===== src/rtl/core/sjfq_pkg.sv =====
// shared types and constants for the sorted ready queue
`timescale 1ns / 1ps

package sjfq_pkg;

   localparam int QUEUE_DEPTH_DEFAULT = 16;

   localparam int KEY_W = 16;
   localparam int ID_W  = 8;
   localparam int OCC_W = 5;

   localparam logic REQ_INSERT = 1'b0;
   localparam logic REQ_POP    = 1'b1;

   typedef enum logic [1:0] {
      STATUS_OK    = 2'd0,
      STATUS_FULL  = 2'd1,
      STATUS_EMPTY = 2'd2
   } status_type;

   typedef struct packed {
      logic              req_type;
      logic [KEY_W-1:0]  burst_time;
      logic [ID_W-1:0]   job_id;
   } req_fields_type;

   typedef struct packed {
      logic              pop_valid;
      logic [ID_W-1:0]   head_id;
      logic [KEY_W-1:0]  head_burst;
      logic [1:0]        status;
      logic [OCC_W-1:0]  occupancy;
   } rsp_fields_type;

   typedef enum logic {
      ST_IDLE = 1'b0,
      ST_EXEC = 1'b1
   } state_type;

   typedef struct packed {
      logic load;
      logic exec;
   } ctrl_cmd_type;

endpackage


===== src/rtl/core/sjfq_ctrl.sv =====
// controller state machine for the sorted ready queue
`timescale 1ns / 1ps

module sjfq_ctrl (
   input  logic                  clock,
   input  logic                  reset,
   input  logic                  start,
   output logic                  busy,
   output sjfq_pkg::ctrl_cmd_type cmd
);

   sjfq_pkg::state_type state_ff;
   sjfq_pkg::state_type state_in;

   always_comb begin
      state_in = state_ff;
      unique case (state_ff)
         sjfq_pkg::ST_IDLE: begin
            if (start) begin
               state_in = sjfq_pkg::ST_EXEC;
            end
         end
         sjfq_pkg::ST_EXEC: begin
            state_in = sjfq_pkg::ST_IDLE;
         end
         default: begin
            state_in = sjfq_pkg::ST_IDLE;
         end
      endcase
   end

   always_comb begin
      busy     = 1'b0;
      cmd.load = 1'b0;
      cmd.exec = 1'b0;
      unique case (state_ff)
         sjfq_pkg::ST_IDLE: begin
            cmd.load = start;
         end
         sjfq_pkg::ST_EXEC: begin
            busy     = 1'b1;
            cmd.exec = 1'b1;
         end
         default: begin
            busy = 1'b0;
         end
      endcase
   end

   always_ff @(posedge clock) begin
      if (reset) begin
         state_ff <= sjfq_pkg::ST_IDLE;
      end else begin
         state_ff <= state_in;
      end
   end

endmodule


===== src/rtl/core/sjfq_datapath.sv =====
// compare-and-shift cell array and response register for the sorted ready queue
`timescale 1ns / 1ps

module sjfq_datapath #(
   parameter int QUEUE_DEPTH = sjfq_pkg::QUEUE_DEPTH_DEFAULT
) (
   input  logic                    clock,
   input  logic                    reset,
   input  sjfq_pkg::ctrl_cmd_type  cmd,
   input  sjfq_pkg::req_fields_type req_data,
   output logic                    rsp_strobe,
   output sjfq_pkg::rsp_fields_type rsp_data
);

   localparam int CNT_W = $clog2(QUEUE_DEPTH + 1);

   logic [sjfq_pkg::KEY_W-1:0] key_ff [QUEUE_DEPTH];
   logic [sjfq_pkg::KEY_W-1:0] key_in [QUEUE_DEPTH];
   logic [sjfq_pkg::ID_W-1:0]  id_ff  [QUEUE_DEPTH];
   logic [sjfq_pkg::ID_W-1:0]  id_in  [QUEUE_DEPTH];
   logic [QUEUE_DEPTH-1:0]     sel_ff;
   logic [QUEUE_DEPTH-1:0]     sel_in;
   logic [CNT_W-1:0]           count_ff;
   logic [CNT_W-1:0]           count_in;
   sjfq_pkg::req_fields_type   req_ff;
   sjfq_pkg::rsp_fields_type   rsp_ff;
   sjfq_pkg::rsp_fields_type   rsp_in;
   logic                       rsp_strobe_ff;
   logic                       full;
   logic                       empty;
   logic                       do_insert;
   logic                       do_pop;

   assign full      = (count_ff == CNT_W'(QUEUE_DEPTH));
   assign empty     = (count_ff == '0);
   assign do_insert = cmd.exec && (req_ff.req_type == sjfq_pkg::REQ_INSERT) && !full;
   assign do_pop    = cmd.exec && (req_ff.req_type == sjfq_pkg::REQ_POP) && !empty;

   // per cell: stored key not below the new one, or cell past the tail
   genvar gi;
   generate
      for (gi = 0; gi < QUEUE_DEPTH; gi++) begin : g_cell
         assign sel_in[gi] = (key_ff[gi] >= req_data.burst_time) ||
                             (count_ff <= CNT_W'(gi));

         always_comb begin
            key_in[gi] = key_ff[gi];
            id_in[gi]  = id_ff[gi];
            if (do_insert && sel_ff[gi]) begin
               if (gi == 0) begin
                  key_in[gi] = req_ff.burst_time;
                  id_in[gi]  = req_ff.job_id;
               end else if (!sel_ff[(gi == 0) ? 0 : gi - 1]) begin
                  key_in[gi] = req_ff.burst_time;
                  id_in[gi]  = req_ff.job_id;
               end else begin
                  key_in[gi] = key_ff[(gi == 0) ? 0 : gi - 1];
                  id_in[gi]  = id_ff[(gi == 0) ? 0 : gi - 1];
               end
            end else if (do_pop && (gi < QUEUE_DEPTH - 1)) begin
               key_in[gi] = key_ff[(gi < QUEUE_DEPTH - 1) ? gi + 1 : gi];
               id_in[gi]  = id_ff[(gi < QUEUE_DEPTH - 1) ? gi + 1 : gi];
            end
         end
      end
   endgenerate

   always_comb begin
      count_in = count_ff;
      if (do_insert) begin
         count_in = count_ff + CNT_W'(1);
      end else if (do_pop) begin
         count_in = count_ff - CNT_W'(1);
      end
   end

   always_comb begin
      rsp_in            = '0;
      rsp_in.occupancy  = sjfq_pkg::OCC_W'(count_in);
      if (req_ff.req_type == sjfq_pkg::REQ_INSERT) begin
         if (full) begin
            rsp_in.status = sjfq_pkg::STATUS_FULL;
         end else begin
            rsp_in.status = sjfq_pkg::STATUS_OK;
         end
      end else begin
         if (empty) begin
            rsp_in.status = sjfq_pkg::STATUS_EMPTY;
         end else begin
            rsp_in.status     = sjfq_pkg::STATUS_OK;
            rsp_in.pop_valid  = 1'b1;
            rsp_in.head_id    = id_ff[0];
            rsp_in.head_burst = key_ff[0];
         end
      end
   end

   // payload registers
   always_ff @(posedge clock) begin
      if (cmd.load) begin
         req_ff <= req_data;
         sel_ff <= sel_in;
      end
      if (cmd.exec) begin
         rsp_ff <= rsp_in;
      end
      for (int i = 0; i < QUEUE_DEPTH; i++) begin
         key_ff[i] <= key_in[i];
         id_ff[i]  <= id_in[i];
      end
   end

   // control registers
   always_ff @(posedge clock) begin
      if (reset) begin
         count_ff      <= '0;
         rsp_strobe_ff <= 1'b0;
      end else begin
         count_ff      <= count_in;
         rsp_strobe_ff <= cmd.exec;
      end
   end

   assign rsp_strobe = rsp_strobe_ff;
   assign rsp_data   = rsp_ff;

endmodule


===== src/rtl/core/sjf_sorted_ready_queue.sv =====
// shortest-job-first ready queue: top level
// the request is captured in req_ff on load; in the exec state the response is registered
// into rsp_ff together with the response strobe. No new request is taken while busy;
// busy is high in the exec state, in which the cell array shifts after the compare on load
// reset: synchronous, empties the queue and drops any request in flight; stored jobs
// are not cleared
`timescale 1ns / 1ps

module sjf_sorted_ready_queue #(
   parameter int QUEUE_DEPTH = sjfq_pkg::QUEUE_DEPTH_DEFAULT
) (
   input  logic                     clock,
   input  logic                     reset,
   input  logic                     start,
   output logic                     busy,
   input  sjfq_pkg::req_fields_type req_data,
   output logic                     rsp_strobe,
   output sjfq_pkg::rsp_fields_type rsp_data
);

   sjfq_pkg::ctrl_cmd_type cmd;

   sjfq_ctrl u_ctrl (
      .clock (clock),
      .reset (reset),
      .start (start),
      .busy  (busy),
      .cmd   (cmd)
   );

   sjfq_datapath #(
      .QUEUE_DEPTH (QUEUE_DEPTH)
   ) u_datapath (
      .clock      (clock),
      .reset      (reset),
      .cmd        (cmd),
      .req_data   (req_data),
      .rsp_strobe (rsp_strobe),
      .rsp_data   (rsp_data)
   );

endmodule


===== config.mk =====
export PLATFORM = sky130hd
export DESIGN_NAME = sjf_sorted_ready_queue
export DESIGN_NICKNAME = d
export VERILOG_FILES = /design/src/rtl/core/sjfq_pkg.sv /design/src/rtl/core/sjfq_ctrl.sv /design/src/rtl/core/sjfq_datapath.sv /design/src/rtl/core/sjf_sorted_ready_queue.sv
export SDC_FILE = /design/constraint.sdc
export NUM_CORES = 1
export LEC_CHECK = 0
export BUFFER_PORTS_ARGS = -buffer_cell sky130_fd_sc_hd__buf_2
export CORE_ASPECT_RATIO = 0.5
export CORE_MARGIN = 2
export CORE_UTILIZATION = 45
export CTS_CLUSTER_SIZE = 16
export DETAILED_ROUTE_END_ITERATION = 12
export GPL_TIMING_DRIVEN = 0
export SYNTH_ARGS = -nofsm -noshare
export SYNTH_HDL_FRONTEND = slang
export SYNTH_SLANG_ARGS = --single-unit

===== constraint.sdc =====
create_clock -name clock -period 2.93 [get_ports clock]
set_input_delay 0.1465 -clock clock [delete_from_list [all_inputs] [get_ports clock]]
set_output_delay 0.1465 -clock clock [all_outputs]
set_load 0.02 [all_outputs]

### Word-level counts from Yosys, hierarchy flattened

Memories as Yosys holds them, arrays and structs flattened.
Index checks and enable logic that the tools add are counted.

* bits in registers: 80
* memory bits (writable): 384
* input bits: 28
* output and inout bits: 34
* word-level logic and storage cells: 193
* memories kept: 2

* add/sub/neg operators: 2
* order comparisons: 32
* equal/unequal tests: 1
* multiplexer cells: 102
* bitwise operators: 2
* reduce and logical (&&, ||, !) cells: 40

Memory list
* u_datapath.key_ff: words 16, width 16, read ports 16, clocked after memory_dff 0, wr ports 16, line sjfq_datapath.sv:17 `logic [sjfq_pkg::KEY_W-1:0] key_ff [QUEUE_DEPTH];`
* u_datapath.id_ff: words 16, width 8, read ports 16, clocked after memory_dff 0, wr ports 16, line sjfq_datapath.sv:19 `logic [sjfq_pkg::ID_W-1:0] id_ff [QUEUE_DEPTH];`

Operators with widths (count)
* 16-bit 2-to-1 mux: 46
* 8-bit 2-to-1 mux: 46
* 16-bit greater-or-equal comparator: 16
* 5-bit by 4-bit less-or-equal comparator with 1-bit output (second input constant): 8
* 25-bit 2-to-1 mux: 1
* 5-bit by 3-bit less-or-equal comparator with 1-bit output (second input constant): 4
* 1-bit logical AND: 20
* 1-bit logical OR: 16
* 5-bit by 1-bit less-or-equal comparator with 1-bit output (second input constant): 2
* 5-bit by 2-bit less-or-equal comparator with 1-bit output (second input constant): 2
* 5-bit 2-to-1 mux: 2
* 5-bit by 1-bit adder with 5-bit output (second input constant): 1
* 5-bit equality test (second input constant): 1
* 5-bit zero test: 1
* 5-bit by 1-bit subtractor with 5-bit output (second input constant): 1
* 1-bit 2-to-1 mux: 4
* 2-bit 2-to-1 mux: 2
* 1-bit zero test: 2
* 1-bit inverter: 2
* 1-bit one-hot mux with 2 select lines: 1
* 2-bit OR reduction: 1

### Depth between registers and ports, before layout

* depth in word-level cells: 5
* depth in mapped cells: 10
* mapped depth without buffers: 7

### Modules after synthesis

From an unflattened synthesis, not the netlist that was laid out.

* cells, all modules: 2431
* area, all modules: 27495.1 µm²

Modules (own cells, without submodules)
* sjfq_datapath: times used 1, cells each 2426, area each 27441.3 µm², sequential area each 13843.3 µm²
* sjfq_ctrl: times used 1, cells each 5, area each 53.8 µm², sequential area each 20.0 µm²

### Worst setup path after synthesis

Ideal clock, no wire load.

* path kind: register -> register
* start point: reg u_ctrl.state_ff
* end point: reg u_datapath.req_ff[0] in the netlist's numbering, enable pin
* library setup time: 445 ps
* arrival time: 2814 ps
* data required time: 2485 ps
* path slack: -329 ps
* cell stages (with the launch flop): 2
* buffers on the path: 0
* period minus slack after synthesis: 3259 ps
* cells stage by stage: dfxtp_1 nor2b_1

* cells in the longest elaborated chain, start to end: 1

Ends and longest elaborated chain
* start: declaration: line sjfq_ctrl.sv:12 `sjfq_pkg::state_type state_ff;`
* start signal: assignment: line sjfq_ctrl.sv:52 `state_ff <= sjfq_pkg::ST_IDLE;`
* start signal: assignment: line sjfq_ctrl.sv:54 `state_ff <= state_in;`
* 1-bit 2-to-1 mux: line sjfq_ctrl.sv:36 `unique case (state_ff)`
* end signal: assignment: line sjfq_datapath.sv:101 `req_ff <= req_data;`
* end: declaration: line sjfq_datapath.sv:25 `sjfq_pkg::req_fields_type req_ff;`

No other way between the ends.
A chain may end at the register's enable or synchronous reset.

### Worst setup path after layout

* start point: in req_data[21] in the netlist's numbering
* end point: reg u_datapath.sel_ff[9] (data pin)

* cells in the longest elaborated chain, start to end: 2

Ends and longest elaborated chain
* start: declaration: line sjf_sorted_ready_queue.sv:16 `input sjfq_pkg::req_fields_type req_data,`
* 16-bit greater-or-equal comparator: line sjfq_datapath.sv:43 `assign sel_in[gi] = (key_ff[gi] >= req_data.burst_time) ||`
* 1-bit logical OR: line sjfq_datapath.sv:43
* named net u_datapath.sel_in[9]: line sjfq_datapath.sv:22 `logic [QUEUE_DEPTH-1:0] sel_in;`
* end signal: assignment: line sjfq_datapath.sv:102 `sel_ff <= sel_in;`
* end: declaration: line sjfq_datapath.sv:21 `logic [QUEUE_DEPTH-1:0] sel_ff;`

The timed path passes the listed nets, and every way through them passes these cells.

==> results.toml <==
[timing]
tightest_slew_ns = 1.42
period_needed_ns = 2.95
setup_viol = 1
finClkSkew_ns = 0.0246
relSlewSlack = 0.0522
finalCritPeriodShare = 1.01
fin_setup_tns_ns = -0.0175
rsz0062_at_grt = "yes"
setup_ws_ns = -0.0175
slew_violations = 0
hold_viol = 0
fmax_ghz = 0.339

[drt]
wl_per_cell_um = 27.4
routed_wl_mm = 92.9
postRouteAntennaNets = 0
drt-vias-per-instance = 6.15
post-route-drc-count = 0
drtIter0Drc = 2964
via_count = 20900
drt_pre_antenna_iters = 5

[global_route]
grt_util_all_layers = 0.294
grt_start_max_net_pins = 40
grt_overflow = 0
grt_pass1_vias = 19500
grt_pass1_wl_mm = 134
antenna_found_initial = 1

[floorplan]
initial_core_util = 0.458
pin_count = 62
core-area_um2 = 59700
fp.dieArea_um2 = 62900
rows = 63
die-width_um = 353
die_h_um = 178

[power]
p_leak_nw = 13.9
total_power_mw = 16.4
peakVddDrop_mv = 0.413
power_density_nw_per_um2 = 532

[yosys]
syn-num-nets = 2702
seq_area_frac_synth = 0.507
synthArstFlopShare = 0
ys.warnings.count = 0
synth_cell_types = 52
syn_inst = 2413
avgSynthCellArea_um2 = 11.3
synth-seq-cells = 464
netlist_area_um2 = 27300
synth-edff-count = 457
synth_ff_type = "edfxtp_1"

[worst_setup_path]
worstSetupEndpointType = "register"
slowest_stage = "a2111oi_0"
crit_buf_inv = 3
rr_worst_depth = 9
cp.depth = 9
cpLargestDelayFamily = "buffers and inverters"
path_cells = "dlygate4sd3_1 > buf_2 > clkinvlp_4 > ha_1 > a21o_1 > a21oi_1 > nor2b_1 > a2111oi_0 > o21ai_0"
critPathMaxStageDelay_ns = 0.65
crit_fanout = 16
start_kind = "input port"
critPathKind = "in2reg"
crit_required_ns = 3.22
cp.arrival_ns = 3.24

[placed_design]
gp_congestion = 0.913
io_buffers = 61
dp_hpwl_mm = 67.5

[clocking]
cts_tree = "yes"
cts-buffers-inserted = 47
clk_pin_slew_ns = 0.07
clock_path_buffers = 3
cts_max_level = 2
worstSkewPairLatency_ns = 0.60
root_buffer = "clkbuf_16"
cts.sinks = 464

[status]
status = "finished with violations"
violations = "setup timing"

[min_path]
hp-class = "in2reg"
hold_depth = 2

[finish]
layout_common_cells = "edfxtp_1, nand2_1, o21ai_0"
syn_to_final_growth_pct = 12.5
final_common_cell = "edfxtp_1"
nets = 2839
antennaDiodeCount = 0
drive_above_1_share = 0.0925

[flow_run]
drv_cap = 0
-- kinds of logic after synthesis --
kind of cell | synth area share
compound gates | 0.115
simple gates | 0.0872
flops | 0.507
mux | 0.143
fa+ha+maj | 0.119
buf+inv | 0.0274
xor+xnor | 0.000961
-- Yosys cell counts, drive strengths merged, types with 12 or more instances --
| cell type | instances | area share |
|---|---|---|
| edfxtp | 457 | 0.50 |
| nand2 | 399 | 0.055 |
| o21ai | 383 | 0.070 |
| mux2i | 336 | 0.12 |
| ha | 261 | 0.12 |
| clkbuf | 132 | 0.018 |
| a21oi | 67 | 0.012 |
| mux2 | 48 | 0.020 |
| a21o | 38 | 0.010 |
| inv | 38 | 0.0052 |
| and3 | 30 | 0.0070 |
| nor2 | 28 | 0.0038 |
| nand4 | 23 | 0.0053 |
| buf | 21 | 0.0040 |
| nor2b | 15 | 0.0037 |
| a211oi | 12 | 0.0033 |
-- layer usage --
| layer | part of all wire | track usage |
|---|---|---|
| met1 | 0.48 | 0.484 |
| met2 | 0.35 | 0.363 |
| met3 | 0.14 | 0.0808 |
| met4 | 0.027 | 0.0741 |
| met5 | 0 | 0 |
-- per-stage QoR --
stage	cell area [µm²]	utilization	setup WS [ns]	cells	hold slack (ns)
2_1_floorplan	27300	-	0.177	2413	0.211
3_3_place_gp	28700	0.480	-1.11	3286	0.323
3_5_place_dp	28700	0.481	-1.12	3287	0.325
4_1_cts	30600	0.514	0.0138	3396	0.110
5_1_grt	30700	0.515	-0.00756	3397	0.124
6_report	30700	0.515	-0.0175	3397	0.125
-- sequential cells by signal (all words and copies together) (netlist names) --
register,count
u_datapath.sel_ff,16
u_datapath.req_ff,25
u_datapath.id_ff,128
u_datapath.rsp_data,32
u_ctrl.state_ff,1
u_datapath.rsp_strobe,1
u_datapath.key_ff,256
u_datapath.count_ff,5
-- where the power goes --
group | total (mW) | internal (mW) | switching, mW
logic | 2.12 | 0.732 | 1.39
registers | 8.05 | 7.69 | 0.359
clock network | 6.19 | 3.45 | 2.74
-- area by class of cell --
class / instances / area (µm²)
fillers: 5372 / 28900
flip-flops and latches: 464 / 13900
multi-input cells: 1758 / 13000
clock buffers: 59 / 1240
well taps: 812 / 1020
plain buffers: 153 / 639
repair buffers: 88 / 583
clock inverters: 25 / 262
inverters: 38 / 154
-- what timing repair did --
item / CTS / global route
hold endpoints to repair: 31 / 0
resized for setup: 47 / 29
cloned: 0 / 0
hold buffers: 25 / 0
buffers inserted: 0 / 1
endpoints found under the setup margin: 562 / 356
-- path summary, 6_finish.rpt --
path,startpoint,endpoint,slack [ns]
worst max-delay path,req_data[21],u_datapath.sel_ff[9],-0.02
worst min-delay path,start,u_datapath.req_ff[24],0.12
worst max register to register,u_datapath.count_ff[1],u_datapath.key_ff[0][68],0.07
worst min register to register,u_datapath.id_ff[15][1],u_datapath.id_ff[14][1],0.54
(Power assumes the default switching activity.)
